`src/design/assert_macros.svh`:
```
// ----------------------------------------------------------------------------
// Assertion macros
// Shared concurrent assertion forms for the locality-improved kernel.
// ----------------------------------------------------------------------------
`ifndef ASSERT_MACROS_SVH
`define ASSERT_MACROS_SVH

// Checked on every rising clock edge outside reset.
`define LIK_ASSERT(lbl, prop) \
  lbl: assert property (@(posedge clk_i) disable iff (!rst_ni) prop) \
    else $error("lik assertion failed");

// Checked on every rising clock edge, reset included.
`define LIK_ASSERT_RST(lbl, prop) \
  lbl: assert property (@(posedge clk_i) prop) \
    else $error("lik reset assertion failed");

`endif

```
`src/design/lik_pkg.sv`:
```
// ----------------------------------------------------------------------------
// Locality-improved kernel package
// Widths, register indexes and the command and status bundles shared by
// the controller and the datapath.
// ----------------------------------------------------------------------------
package lik_pkg;

  localparam int unsigned CharW    = 8;
  localparam int unsigned InDataW  = 2 * CharW;
  localparam int unsigned ValueW   = 64;
  localparam int unsigned DigitW   = 16;
  localparam int unsigned NumDigit = ValueW / DigitW;
  localparam int unsigned DigIdxW  = $clog2(NumDigit);
  localparam int unsigned ExpW     = 4;
  localparam int unsigned CfgIdxW  = 2;
  localparam int unsigned CfgDataW = 4;

  typedef enum logic [CfgIdxW-1:0] {
    CFG_HALF_WINDOW     = 2'd0,
    CFG_WINDOW_EXPONENT = 2'd1,
    CFG_TOTAL_EXPONENT  = 2'd2
  } lik_cfg_e;

  typedef struct packed {
    logic load;       // shift in the match bit of the accepted pair
    logic pow_start;  // load the power engine
    logic pow_total;  // power the running sum with d2 instead of the count with d1
    logic acc;        // add the finished window power to the sum
    logic emit;       // move the total power to the output and clear the state
  } lik_cmd_t;

  typedef struct packed {
    logic window_full;
    logic last;
    logic pow_done;
    logic out_free;
  } lik_sts_t;

endpackage

```
`src/design/lik_dp.sv`:
```
// ----------------------------------------------------------------------------
// Locality-improved kernel datapath
// Match history, window count, saturating power engine built on one shared
// 64x16 multiplier, saturating accumulator, configuration and output register.
// ----------------------------------------------------------------------------
`include "assert_macros.svh"

module lik_dp
  import lik_pkg::*;
#(
  parameter int unsigned MaxHalfWindow = 8
) (
  input  logic                clk_i,
  input  logic                rst_ni,
  input  logic                cfg_valid_i,
  input  logic [CfgIdxW-1:0]  cfg_index_i,
  input  logic [CfgDataW-1:0] cfg_data_i,
  input  logic [InDataW-1:0]  in_data_i,
  input  logic                in_last_i,
  input  logic                out_ready_i,
  output logic                out_valid_o,
  output logic [ValueW-1:0]   out_data_o,
  output logic                out_sat_o,
  input  lik_cmd_t            cmd_i,
  output lik_sts_t            sts_o
);

  localparam int unsigned HistBits = 2 * MaxHalfWindow + 1;
  localparam int unsigned FillW    = $clog2(HistBits + 1);

  logic [CfgDataW-1:0] cfg_hw_q, cfg_d1_q, cfg_d2_q;

  logic [HistBits-1:0] hist_q, hist_d;
  logic [FillW-1:0]    fill_q, fill_d;
  logic [ValueW-1:0]   sum_q, sum_d;
  logic                ovf_q, ovf_d;
  logic                last_q;

  logic [ExpW-1:0]     pw_exp_q, pw_exp_d;
  logic [ValueW-1:0]   pw_r_q, pw_r_d;
  logic [ValueW-1:0]   pw_base_q, pw_base_d;
  logic                pw_ovf_q, pw_ovf_d;
  logic [ValueW-1:0]   mul_acc_q, mul_acc_d;
  logic                mul_ovf_q, mul_ovf_d;
  logic [DigIdxW-1:0]  dig_q, dig_d;
  logic [DigIdxW-1:0]  top_q, top_d;

  logic                out_valid_q;
  logic [ValueW-1:0]   out_data_q;
  logic                out_sat_q;

  logic [FillW-1:0]    half_l;
  logic [FillW-1:0]    win_width;
  logic [FillW-1:0]    count;
  logic                window_full;
  logic [DigitW-1:0]   digit;
  logic [ValueW+DigitW-1:0] prod;
  logic [ValueW+DigitW:0]   mul_sum;
  logic                step_ovf;
  logic [ValueW:0]     add_sum;
  logic [ValueW-1:0]   start_base;
  logic [DigIdxW-1:0]  start_top;
  logic                match;

  // Configuration registers; unknown indexes are ignored.
  always_ff @(posedge clk_i or negedge rst_ni) begin
    if (!rst_ni) begin
      cfg_hw_q <= CfgDataW'(1);
      cfg_d1_q <= CfgDataW'(1);
      cfg_d2_q <= CfgDataW'(1);
    end else if (cfg_valid_i) begin
      case (cfg_index_i)
        CFG_HALF_WINDOW:     cfg_hw_q <= cfg_data_i;
        CFG_WINDOW_EXPONENT: cfg_d1_q <= cfg_data_i;
        CFG_TOTAL_EXPONENT:  cfg_d2_q <= cfg_data_i;
        default: ;
      endcase
    end
  end

  // Window width and the number of matches inside it.
  always_comb begin
    if (int'(cfg_hw_q) > int'(MaxHalfWindow)) begin
      half_l = FillW'(MaxHalfWindow);
    end else begin
      half_l = FillW'(cfg_hw_q);
    end
    win_width   = FillW'(2 * int'(half_l) + 1);
    window_full = (fill_q >= win_width);
  end

  always_comb begin
    count = '0;
    for (int k = 0; k < int'(HistBits); k++) begin
      if (k < int'(win_width)) begin
        count = count + FillW'(hist_q[k]);
      end
    end
  end

  assign match = (in_data_i[CharW-1:0] == in_data_i[InDataW-1:CharW]);

  // Power engine: each multiply walks the base one 16-bit digit a cycle,
  // most significant digit first, so a product that passes 64 bits is caught.
  assign digit    = pw_base_q[dig_q*DigitW +: DigitW];
  assign prod     = (ValueW+DigitW)'(pw_r_q) * (ValueW+DigitW)'(digit);
  assign mul_sum  = {1'b0, mul_acc_q, {DigitW{1'b0}}} + {1'b0, prod};
  assign step_ovf = mul_ovf_q | (|mul_sum[ValueW+DigitW:ValueW]);

  assign start_base = cmd_i.pow_total ? sum_q : ValueW'(count);

  always_comb begin
    start_top = '0;
    for (int k = 0; k < int'(NumDigit); k++) begin
      if (start_base[k*DigitW +: DigitW] != '0) begin
        start_top = DigIdxW'(k);
      end
    end
  end

  always_comb begin
    pw_exp_d  = pw_exp_q;
    pw_r_d    = pw_r_q;
    pw_base_d = pw_base_q;
    pw_ovf_d  = pw_ovf_q;
    mul_acc_d = mul_acc_q;
    mul_ovf_d = mul_ovf_q;
    dig_d     = dig_q;
    top_d     = top_q;
    if (cmd_i.pow_start) begin
      pw_exp_d  = cmd_i.pow_total ? cfg_d2_q : cfg_d1_q;
      pw_r_d    = ValueW'(1);
      pw_base_d = start_base;
      pw_ovf_d  = 1'b0;
      mul_acc_d = '0;
      mul_ovf_d = 1'b0;
      dig_d     = start_top;
      top_d     = start_top;
    end else if (pw_exp_q != '0) begin
      if (dig_q == '0) begin
        pw_r_d    = step_ovf ? '1 : mul_sum[ValueW-1:0];
        pw_ovf_d  = pw_ovf_q | step_ovf;
        pw_exp_d  = pw_exp_q - ExpW'(1);
        mul_acc_d = '0;
        mul_ovf_d = 1'b0;
        dig_d     = top_q;
      end else begin
        mul_acc_d = mul_sum[ValueW-1:0];
        mul_ovf_d = step_ovf;
        dig_d     = dig_q - DigIdxW'(1);
      end
    end
  end

  always_ff @(posedge clk_i or negedge rst_ni) begin
    if (!rst_ni) begin
      pw_exp_q <= '0;
    end else begin
      pw_exp_q <= pw_exp_d;
    end
  end

  always_ff @(posedge clk_i) begin
    pw_r_q    <= pw_r_d;
    pw_base_q <= pw_base_d;
    pw_ovf_q  <= pw_ovf_d;
    mul_acc_q <= mul_acc_d;
    mul_ovf_q <= mul_ovf_d;
    dig_q     <= dig_d;
    top_q     <= top_d;
  end

  // Kernel state: history, fill level, saturating sum and overflow mark.
  assign add_sum = {1'b0, sum_q} + {1'b0, pw_r_q};

  always_comb begin
    hist_d = hist_q;
    fill_d = fill_q;
    sum_d  = sum_q;
    ovf_d  = ovf_q;
    if (cmd_i.load) begin
      hist_d = {hist_q[HistBits-2:0], match};
      if (fill_q < FillW'(HistBits)) begin
        fill_d = fill_q + FillW'(1);
      end
    end
    if (cmd_i.acc) begin
      sum_d = add_sum[ValueW] ? '1 : add_sum[ValueW-1:0];
      ovf_d = ovf_q | pw_ovf_q | add_sum[ValueW];
    end
    if (cmd_i.emit) begin
      hist_d = '0;
      fill_d = '0;
      sum_d  = '0;
      ovf_d  = 1'b0;
    end
  end

  always_ff @(posedge clk_i or negedge rst_ni) begin
    if (!rst_ni) begin
      hist_q <= '0;
      fill_q <= '0;
      sum_q  <= '0;
      ovf_q  <= 1'b0;
    end else begin
      hist_q <= hist_d;
      fill_q <= fill_d;
      sum_q  <= sum_d;
      ovf_q  <= ovf_d;
    end
  end

  always_ff @(posedge clk_i) begin
    if (cmd_i.load) begin
      last_q <= in_last_i;
    end
  end

  // Output register; a new result is only loaded when the slot is free.
  always_ff @(posedge clk_i or negedge rst_ni) begin
    if (!rst_ni) begin
      out_valid_q <= 1'b0;
    end else if (cmd_i.emit) begin
      out_valid_q <= 1'b1;
    end else if (out_ready_i) begin
      out_valid_q <= 1'b0;
    end
  end

  always_ff @(posedge clk_i) begin
    if (cmd_i.emit) begin
      out_data_q <= pw_r_q;
      out_sat_q  <= ovf_q | pw_ovf_q;
    end
  end

  assign out_valid_o = out_valid_q;
  assign out_data_o  = out_data_q;
  assign out_sat_o   = out_sat_q;

  always_comb begin
    sts_o.window_full = window_full;
    sts_o.last        = last_q;
    sts_o.pow_done    = (pw_exp_q == '0);
    sts_o.out_free    = !out_valid_q || out_ready_i;
  end

  `LIK_ASSERT(a_fill_bound, fill_q <= FillW'(HistBits))
  `LIK_ASSERT(a_emit_clears,
      cmd_i.emit |=> (sum_q == '0) && (fill_q == '0) && !ovf_q && out_valid_q)
  `LIK_ASSERT(a_exp_counts_down,
      (pw_exp_q != '0) && (dig_q == '0) && !cmd_i.pow_start
      |=> pw_exp_q == $past(pw_exp_q) - ExpW'(1))

endmodule

```
`src/design/lik_ctrl.sv`:
```
// ----------------------------------------------------------------------------
// Locality-improved kernel controller
// Sequences one pair at a time: shift in, window power, accumulate, and on
// the last pair the total power and the hand-off to the output register.
// ----------------------------------------------------------------------------
`include "assert_macros.svh"

module lik_ctrl
  import lik_pkg::*;
(
  input  logic     clk_i,
  input  logic     rst_ni,
  input  logic     in_valid_i,
  output logic     in_ready_o,
  output lik_cmd_t cmd_o,
  input  lik_sts_t sts_i
);

  typedef enum logic [4:0] {
    ST_IDLE = 5'b00001,
    ST_CHK  = 5'b00010,
    ST_POWW = 5'b00100,
    ST_LST  = 5'b01000,
    ST_POWT = 5'b10000
  } lik_state_e;

  lik_state_e state_q, state_d;

  always_comb begin
    state_d    = state_q;
    in_ready_o = 1'b0;
    cmd_o      = '0;
    case (state_q)
      ST_IDLE: begin
        in_ready_o = 1'b1;
        if (in_valid_i) begin
          cmd_o.load = 1'b1;
          state_d    = ST_CHK;
        end
      end
      ST_CHK: begin
        if (sts_i.window_full) begin
          cmd_o.pow_start = 1'b1;
          state_d         = ST_POWW;
        end else begin
          state_d = ST_LST;
        end
      end
      ST_POWW: begin
        if (sts_i.pow_done) begin
          cmd_o.acc = 1'b1;
          state_d   = ST_LST;
        end
      end
      ST_LST: begin
        if (sts_i.last) begin
          cmd_o.pow_start = 1'b1;
          cmd_o.pow_total = 1'b1;
          state_d         = ST_POWT;
        end else begin
          state_d = ST_IDLE;
        end
      end
      ST_POWT: begin
        // Hold the finished total until the output slot drains.
        if (sts_i.pow_done && sts_i.out_free) begin
          cmd_o.emit = 1'b1;
          state_d    = ST_IDLE;
        end
      end
      default: begin
        state_d = ST_IDLE;
      end
    endcase
  end

  always_ff @(posedge clk_i or negedge rst_ni) begin
    if (!rst_ni) begin
      state_q <= ST_IDLE;
    end else begin
      state_q <= state_d;
    end
  end

  `LIK_ASSERT(a_load_to_chk, in_valid_i && in_ready_o |=> state_q == ST_CHK)
  `LIK_ASSERT(a_emit_when_ready, cmd_o.emit |-> sts_i.pow_done && sts_i.out_free)
  `LIK_ASSERT(a_one_cmd, $onehot0({cmd_o.load, cmd_o.pow_start, cmd_o.acc, cmd_o.emit}))
  `LIK_ASSERT_RST(a_reset_idle, !rst_ni |=> state_q == ST_IDLE)

endmodule

```
`src/design/locality_improved_kernel.sv`:
```
// ----------------------------------------------------------------------------
// Locality-improved string kernel
// Input stream: one aligned character pair per request, tlast on the final
// position of the string pair. Each position from 2L onward closes a window
// of 2L+1 match bits whose count is raised to d1 and added to a saturating
// 64-bit sum. After the last pair the sum raised to d2 leaves on the output
// stream, with tuser set if any product or sum was clamped; the state clears.
// Pairs are handled one at a time: the next pair is taken only once the
// previous one is shifted in and, if it closes a window, powered and
// accumulated. The last pair adds the total power: d2 multiplies, each
// walking the 16-bit digits of the sum down from its highest nonzero
// digit; the result then goes to the output register. One 64x16
// multiplier is shared by both powers.
// The result waits in an output register, so new pairs are taken while the
// receiver stalls; only the next result waits for that register to drain.
// Reset restores L = d1 = d2 = 1 and clears the history and the sum.
// Configuration writes are always ready and must arrive while idle.
// ----------------------------------------------------------------------------
module locality_improved_kernel
  import lik_pkg::*;
#(
  parameter int unsigned MAX_HALF_WINDOW = 8
) (
  input  logic                clk_i,
  input  logic                rst_ni,
  input  logic                s_axis_tvalid,
  output logic                s_axis_tready,
  input  logic [InDataW-1:0]  s_axis_tdata,   // char_a [7:0], char_b [15:8]
  input  logic                s_axis_tlast,
  output logic                m_axis_tvalid,
  input  logic                m_axis_tready,
  output logic [ValueW-1:0]   m_axis_tdata,   // kernel_value [63:0]
  output logic                m_axis_tuser,   // saturated [0]
  input  logic                cfg_valid_i,
  output logic                cfg_ready_o,
  input  logic [CfgIdxW-1:0]  cfg_index_i,
  input  logic [CfgDataW-1:0] cfg_data_i
);

  lik_cmd_t cmd;
  lik_sts_t sts;

  assign cfg_ready_o = 1'b1;

  lik_ctrl u_ctrl (
    .clk_i      (clk_i),
    .rst_ni     (rst_ni),
    .in_valid_i (s_axis_tvalid),
    .in_ready_o (s_axis_tready),
    .cmd_o      (cmd),
    .sts_i      (sts)
  );

  lik_dp #(
    .MaxHalfWindow (MAX_HALF_WINDOW)
  ) u_dp (
    .clk_i       (clk_i),
    .rst_ni      (rst_ni),
    .cfg_valid_i (cfg_valid_i),
    .cfg_index_i (cfg_index_i),
    .cfg_data_i  (cfg_data_i),
    .in_data_i   (s_axis_tdata),
    .in_last_i   (s_axis_tlast),
    .out_ready_i (m_axis_tready),
    .out_valid_o (m_axis_tvalid),
    .out_data_o  (m_axis_tdata),
    .out_sat_o   (m_axis_tuser),
    .cmd_i       (cmd),
    .sts_o       (sts)
  );

endmodule

```
`config.mk`:
```
export PLATFORM = sky130hd
export DESIGN_NAME = locality_improved_kernel
export DESIGN_NICKNAME = d
export VERILOG_FILES = /design/src/design/lik_pkg.sv /design/src/design/lik_dp.sv /design/src/design/lik_ctrl.sv /design/src/design/locality_improved_kernel.sv
export VERILOG_INCLUDE_DIRS = /design/src /design/src/design
export SDC_FILE = /design/constraint.sdc
export NUM_CORES = 2
export LEC_CHECK = 0
export BUFFER_PORTS_ARGS = -buffer_cell sky130_fd_sc_hd__buf_4
export CORE_MARGIN = 2
export CORE_UTILIZATION = 65
export CTS_BUF_LIST = sky130_fd_sc_hd__clkbuf_2 sky130_fd_sc_hd__clkbuf_4 sky130_fd_sc_hd__clkbuf_8
export DETAILED_ROUTE_END_ITERATION = 7
export GPL_TIMING_DRIVEN = 0
export HOLD_SLACK_MARGIN = 0.06
export PLACE_DENSITY = 0.79
export SLEW_MARGIN = 20
export SYNTH_ARGS = -nofsm -noshare
export SYNTH_HDL_FRONTEND = slang
export SYNTH_SLANG_ARGS = --single-unit
```
`constraint.sdc`:
```
create_clock -name clk_i -period 19.9 [get_ports clk_i]
set_input_delay 3.98 -clock clk_i [delete_from_list [all_inputs] [get_ports clk_i]]
set_output_delay 3.98 -clock clk_i [all_outputs]
set_load 0.05 [all_outputs]
```
==> impl_results.md <==
* R2r startpoint: u_dp.dig_q[0]
* RSZ-0062 raised after global routing: false
* Max FO, Critical Path at 10
* Multi-input logic area at 38200 µm²
* Busiest grt layer: met2
* Min-Delay Path Class: flip-flop to flip-flop
* Fmax at 78.7 MHz
* DR vias/cell at 6.09
* Register area at 9360 µm²
* Iter 0 DRT Violations at ~4800
* Synth top area share at 0.349
* Dpl cell area at 55600 µm²
* Dpl ws at between 7 and 8 ns
* Final instance area at 57200 µm²
* DIE AREA at between 80000 and 90000 µm²
* CP Class: flip-flop to flip-flop
* Most used DFF post-synth: edfxtp_1
* Clock latency on the worst-skew pair at 0.72 ns
* Status: completed
* Synth area leader: fa_1
* Mapped cell area at 53400 µm²
* Hold Path End: u_dp.pw_exp_q[3]
* Wirelength per Cell at 24.0 µm
* Total grt overflow at 0
* CP max-delay cell: clkbuf_1
* Met1 Use GR at 0.546
* CP peak stage delay at 0.92 ns
* H-tree depth at 3
* CTS tree: yes
* Async set-or-reset flop fraction in the synthesized netlist at 0.292
* Slew margin rel. at 0.109
* Io pins at 96
* Synthesized flop and latch total at between 300 and 400
* Max cap viols at 0
* Clock skew at approximately 0.055 ns
* Worst path most repeated cell: fa_1
* Arrival @ worst endpoint at 13.26 ns
* Die Y at 291 µm
* Post-CTS sizing at 0
* Fin crit period at 12.71 ns
* Clock Tree Buf Depth at 3
* Seq/Total Area, Yosys at 0.175
* Row count at 105
* Starting Density at 0.654
* ANT nets after route at 0
* Worst Max-Slew Pin Slew at approximately 1.3 ns
* Syn nets at 7145
* HPWL after DPL at around 140 mm
* Max Slew Vio Count at 0
* Tcrit/Tclk final at 0.639
* Post-Syn Area per Cell at 9.02 µm²
* Vias at 44000
* Core area at a little over 80000 µm²
* Worst R2R Path Depth at 33
* Leading cell type by number of instances after synthesis: inv_1
* PortBufs at 94
* Setup TNS at 0 ns
* TritonRoute pass-1 iters at 7
* Vias in the first global route at 44900
* Filler cell count at about 6500
* GRT Util Overall at 0.418
* Global-route wire length before repair at around 270 mm
* Ranking of synthesized cells by area: fa_1 (35%), inv_1 (8.7%), edfxtp_1 (7.5%)
* Largest net degree at the start of global routing at 73
* DIE WIDTH at 291 µm
* Synth unique cells at 96
* Yosys warning total at 0
* Worst hold path startpoint: u_dp.cfg_d2_q[3]
* TritonCTS sink count at 373
* Clock slew at reported path FFs at 0.07 ns
* DRC at 0
* Layout cell share with drive strength beyond 1 at 0.0543
* Hold Buf Count CTS at 0
* Element type at the critical path end: flip-flop
* Reg2Reg Setup Slack at 7.19 ns
* Layout area overhead at 7.04%
* Setup Fix Bufs, Post-CTS at 0
* Final setup violation count at 0
* Routability Congestion at between 0.9 and 1
* Final net count at 7314
* Grt met3 use at 0.112
* Global-route met2 utilization at 0.639
* CP startpoint kind: flip-flop
* Worst EP required at 20.45 ns
* Final Hold Fails at 0
* Total wire length at 173 mm
* Mapped Cells at 5922
* WHS Path Cells at 2
* Final WS setup at 7.19 ns
* Initial antenna violation count at 14
* Synth top cells by count: inv_1 (1240), fa_1 (931), nand2_1 (895), and2_1 (444), clkbuf_1 (285)
* Reg2reg end: u_dp.pw_r_q[24]
* Inserted Clock Buffers at 69
* Post-synth EDFFs at 134
* Root Buffer: clkbuf_8
## state kept, by name (all words and copies together) (netlist names), 5 cells and up
signal           count
u_dp.pw_base_q      64
u_dp.sum_q          64
u_dp.pw_r_q         64
u_dp.fill_q          5
u_dp.hist_q         17
u_ctrl.state_q       5
u_dp.out_data_o     64
u_dp.mul_acc_q      64
## stage by stage
| step | util | hold slack, ns | cells |
|---|---|---|---|
| 2_1_floorplan | - | 0.433 | 5922 |
| 3_5_place_dp | 0.680 | 0.462 | 7089 |
| 5_1_grt | 0.700 | 0.506 | 7220 |
| 4_1_cts | 0.700 | 0.481 | 7215 |
| 3_3_place_gp | 0.679 | 0.456 | 7086 |
| 6_report | 0.700 | 0.478 | 7224 |
## metal layers
| metal | routed length (µm) | vias to the layer above |
|---|---|---|
| li1 | - | 18700 |
| met1 | 63200 | 22000 |
| met2 | 77200 | 2683 |
| met3 | 21400 | 614 |
| met4 | 11500 | 2 |
| met5 | 34 | - |
## worst max-delay path by stage
stage | start | to | depth (start not counted) | slack, ns
floorplan | u_dp.cfg_hw_q[2] | u_dp.pw_base_q[4] | 48 | 10.28
CTS | u_dp.dig_q[0] | u_dp.pw_r_q[24] | 33 | 7.71
global placement | u_dp.dig_q[0] | u_dp.pw_r_q[51] | 33 | 7.88
detailed placement | u_dp.dig_q[0] | u_dp.pw_r_q[36] | 33 | 7.79
finish | u_dp.dig_q[0] | u_dp.pw_r_q[24] | 33 | 7.19
global route | u_dp.dig_q[0] | u_dp.pw_r_q[24] | 33 | 7.02
## layout by cell type, fill, tap and decap left out, drive strengths merged, types with 65 or more instances in the layout
master | Yosys | final
nor2 | 138 | 138
dfxtp | 130 | 130
dfrtp | 105 | 105
o21ai | 169 | 169
nand2 | 896 | 896
clkbuf | 285 | 377
a21oi | 230 | 230
fa | 931 | 931
xnor2 | 95 | 95
ha | 264 | 264
edfxtp | 134 | 134
and2 | 445 | 445
buf | 32 | 130
inv | 1240 | 1246
a21o | 139 | 139
xor2 | 65 | 65
## critical path: cells and delay by family (launching register included)
family          cells  cell delay, ns
compound gates      8            2.53
fa+ha+maj           7            3.32
buf+inv            11            3.63
flops               1            0.38
mux                 2            0.78
simple gates        5            1.86
## area by class of cell
type	count	share of cell area
plain buffers	317	0.0221
flip-flops and latches	373	0.164
inverters	1241	0.0816
well taps	1070	0.0234
clock inverters	34	0.00707
diodes	8	0.000350
clock buffers	92	0.0209
multi-input cells	3991	0.667
repair buffers	98	0.0136
## kinds of logic after synthesis
| group | count (synthesis) | share of synthesized area |
|---|---|---|
| AND/OR/NAND/NOR | 1739 | 0.155 |
| buffers and inverters | 1558 | 0.111 |
| adder cells (fa/ha/maj) | 1195 | 0.411 |
| AO/OA/AOI/OAI | 842 | 0.107 |
| flip-flops | 373 | 0.175 |
| XOR/XNOR | 163 | 0.0279 |
| multiplexers | 51 | 0.0137 |
| other | 1 | 0.0000702 |
Power is not shown: default switching activity piles up to over one toggle a cycle in this logic, so the estimate is an artifact.
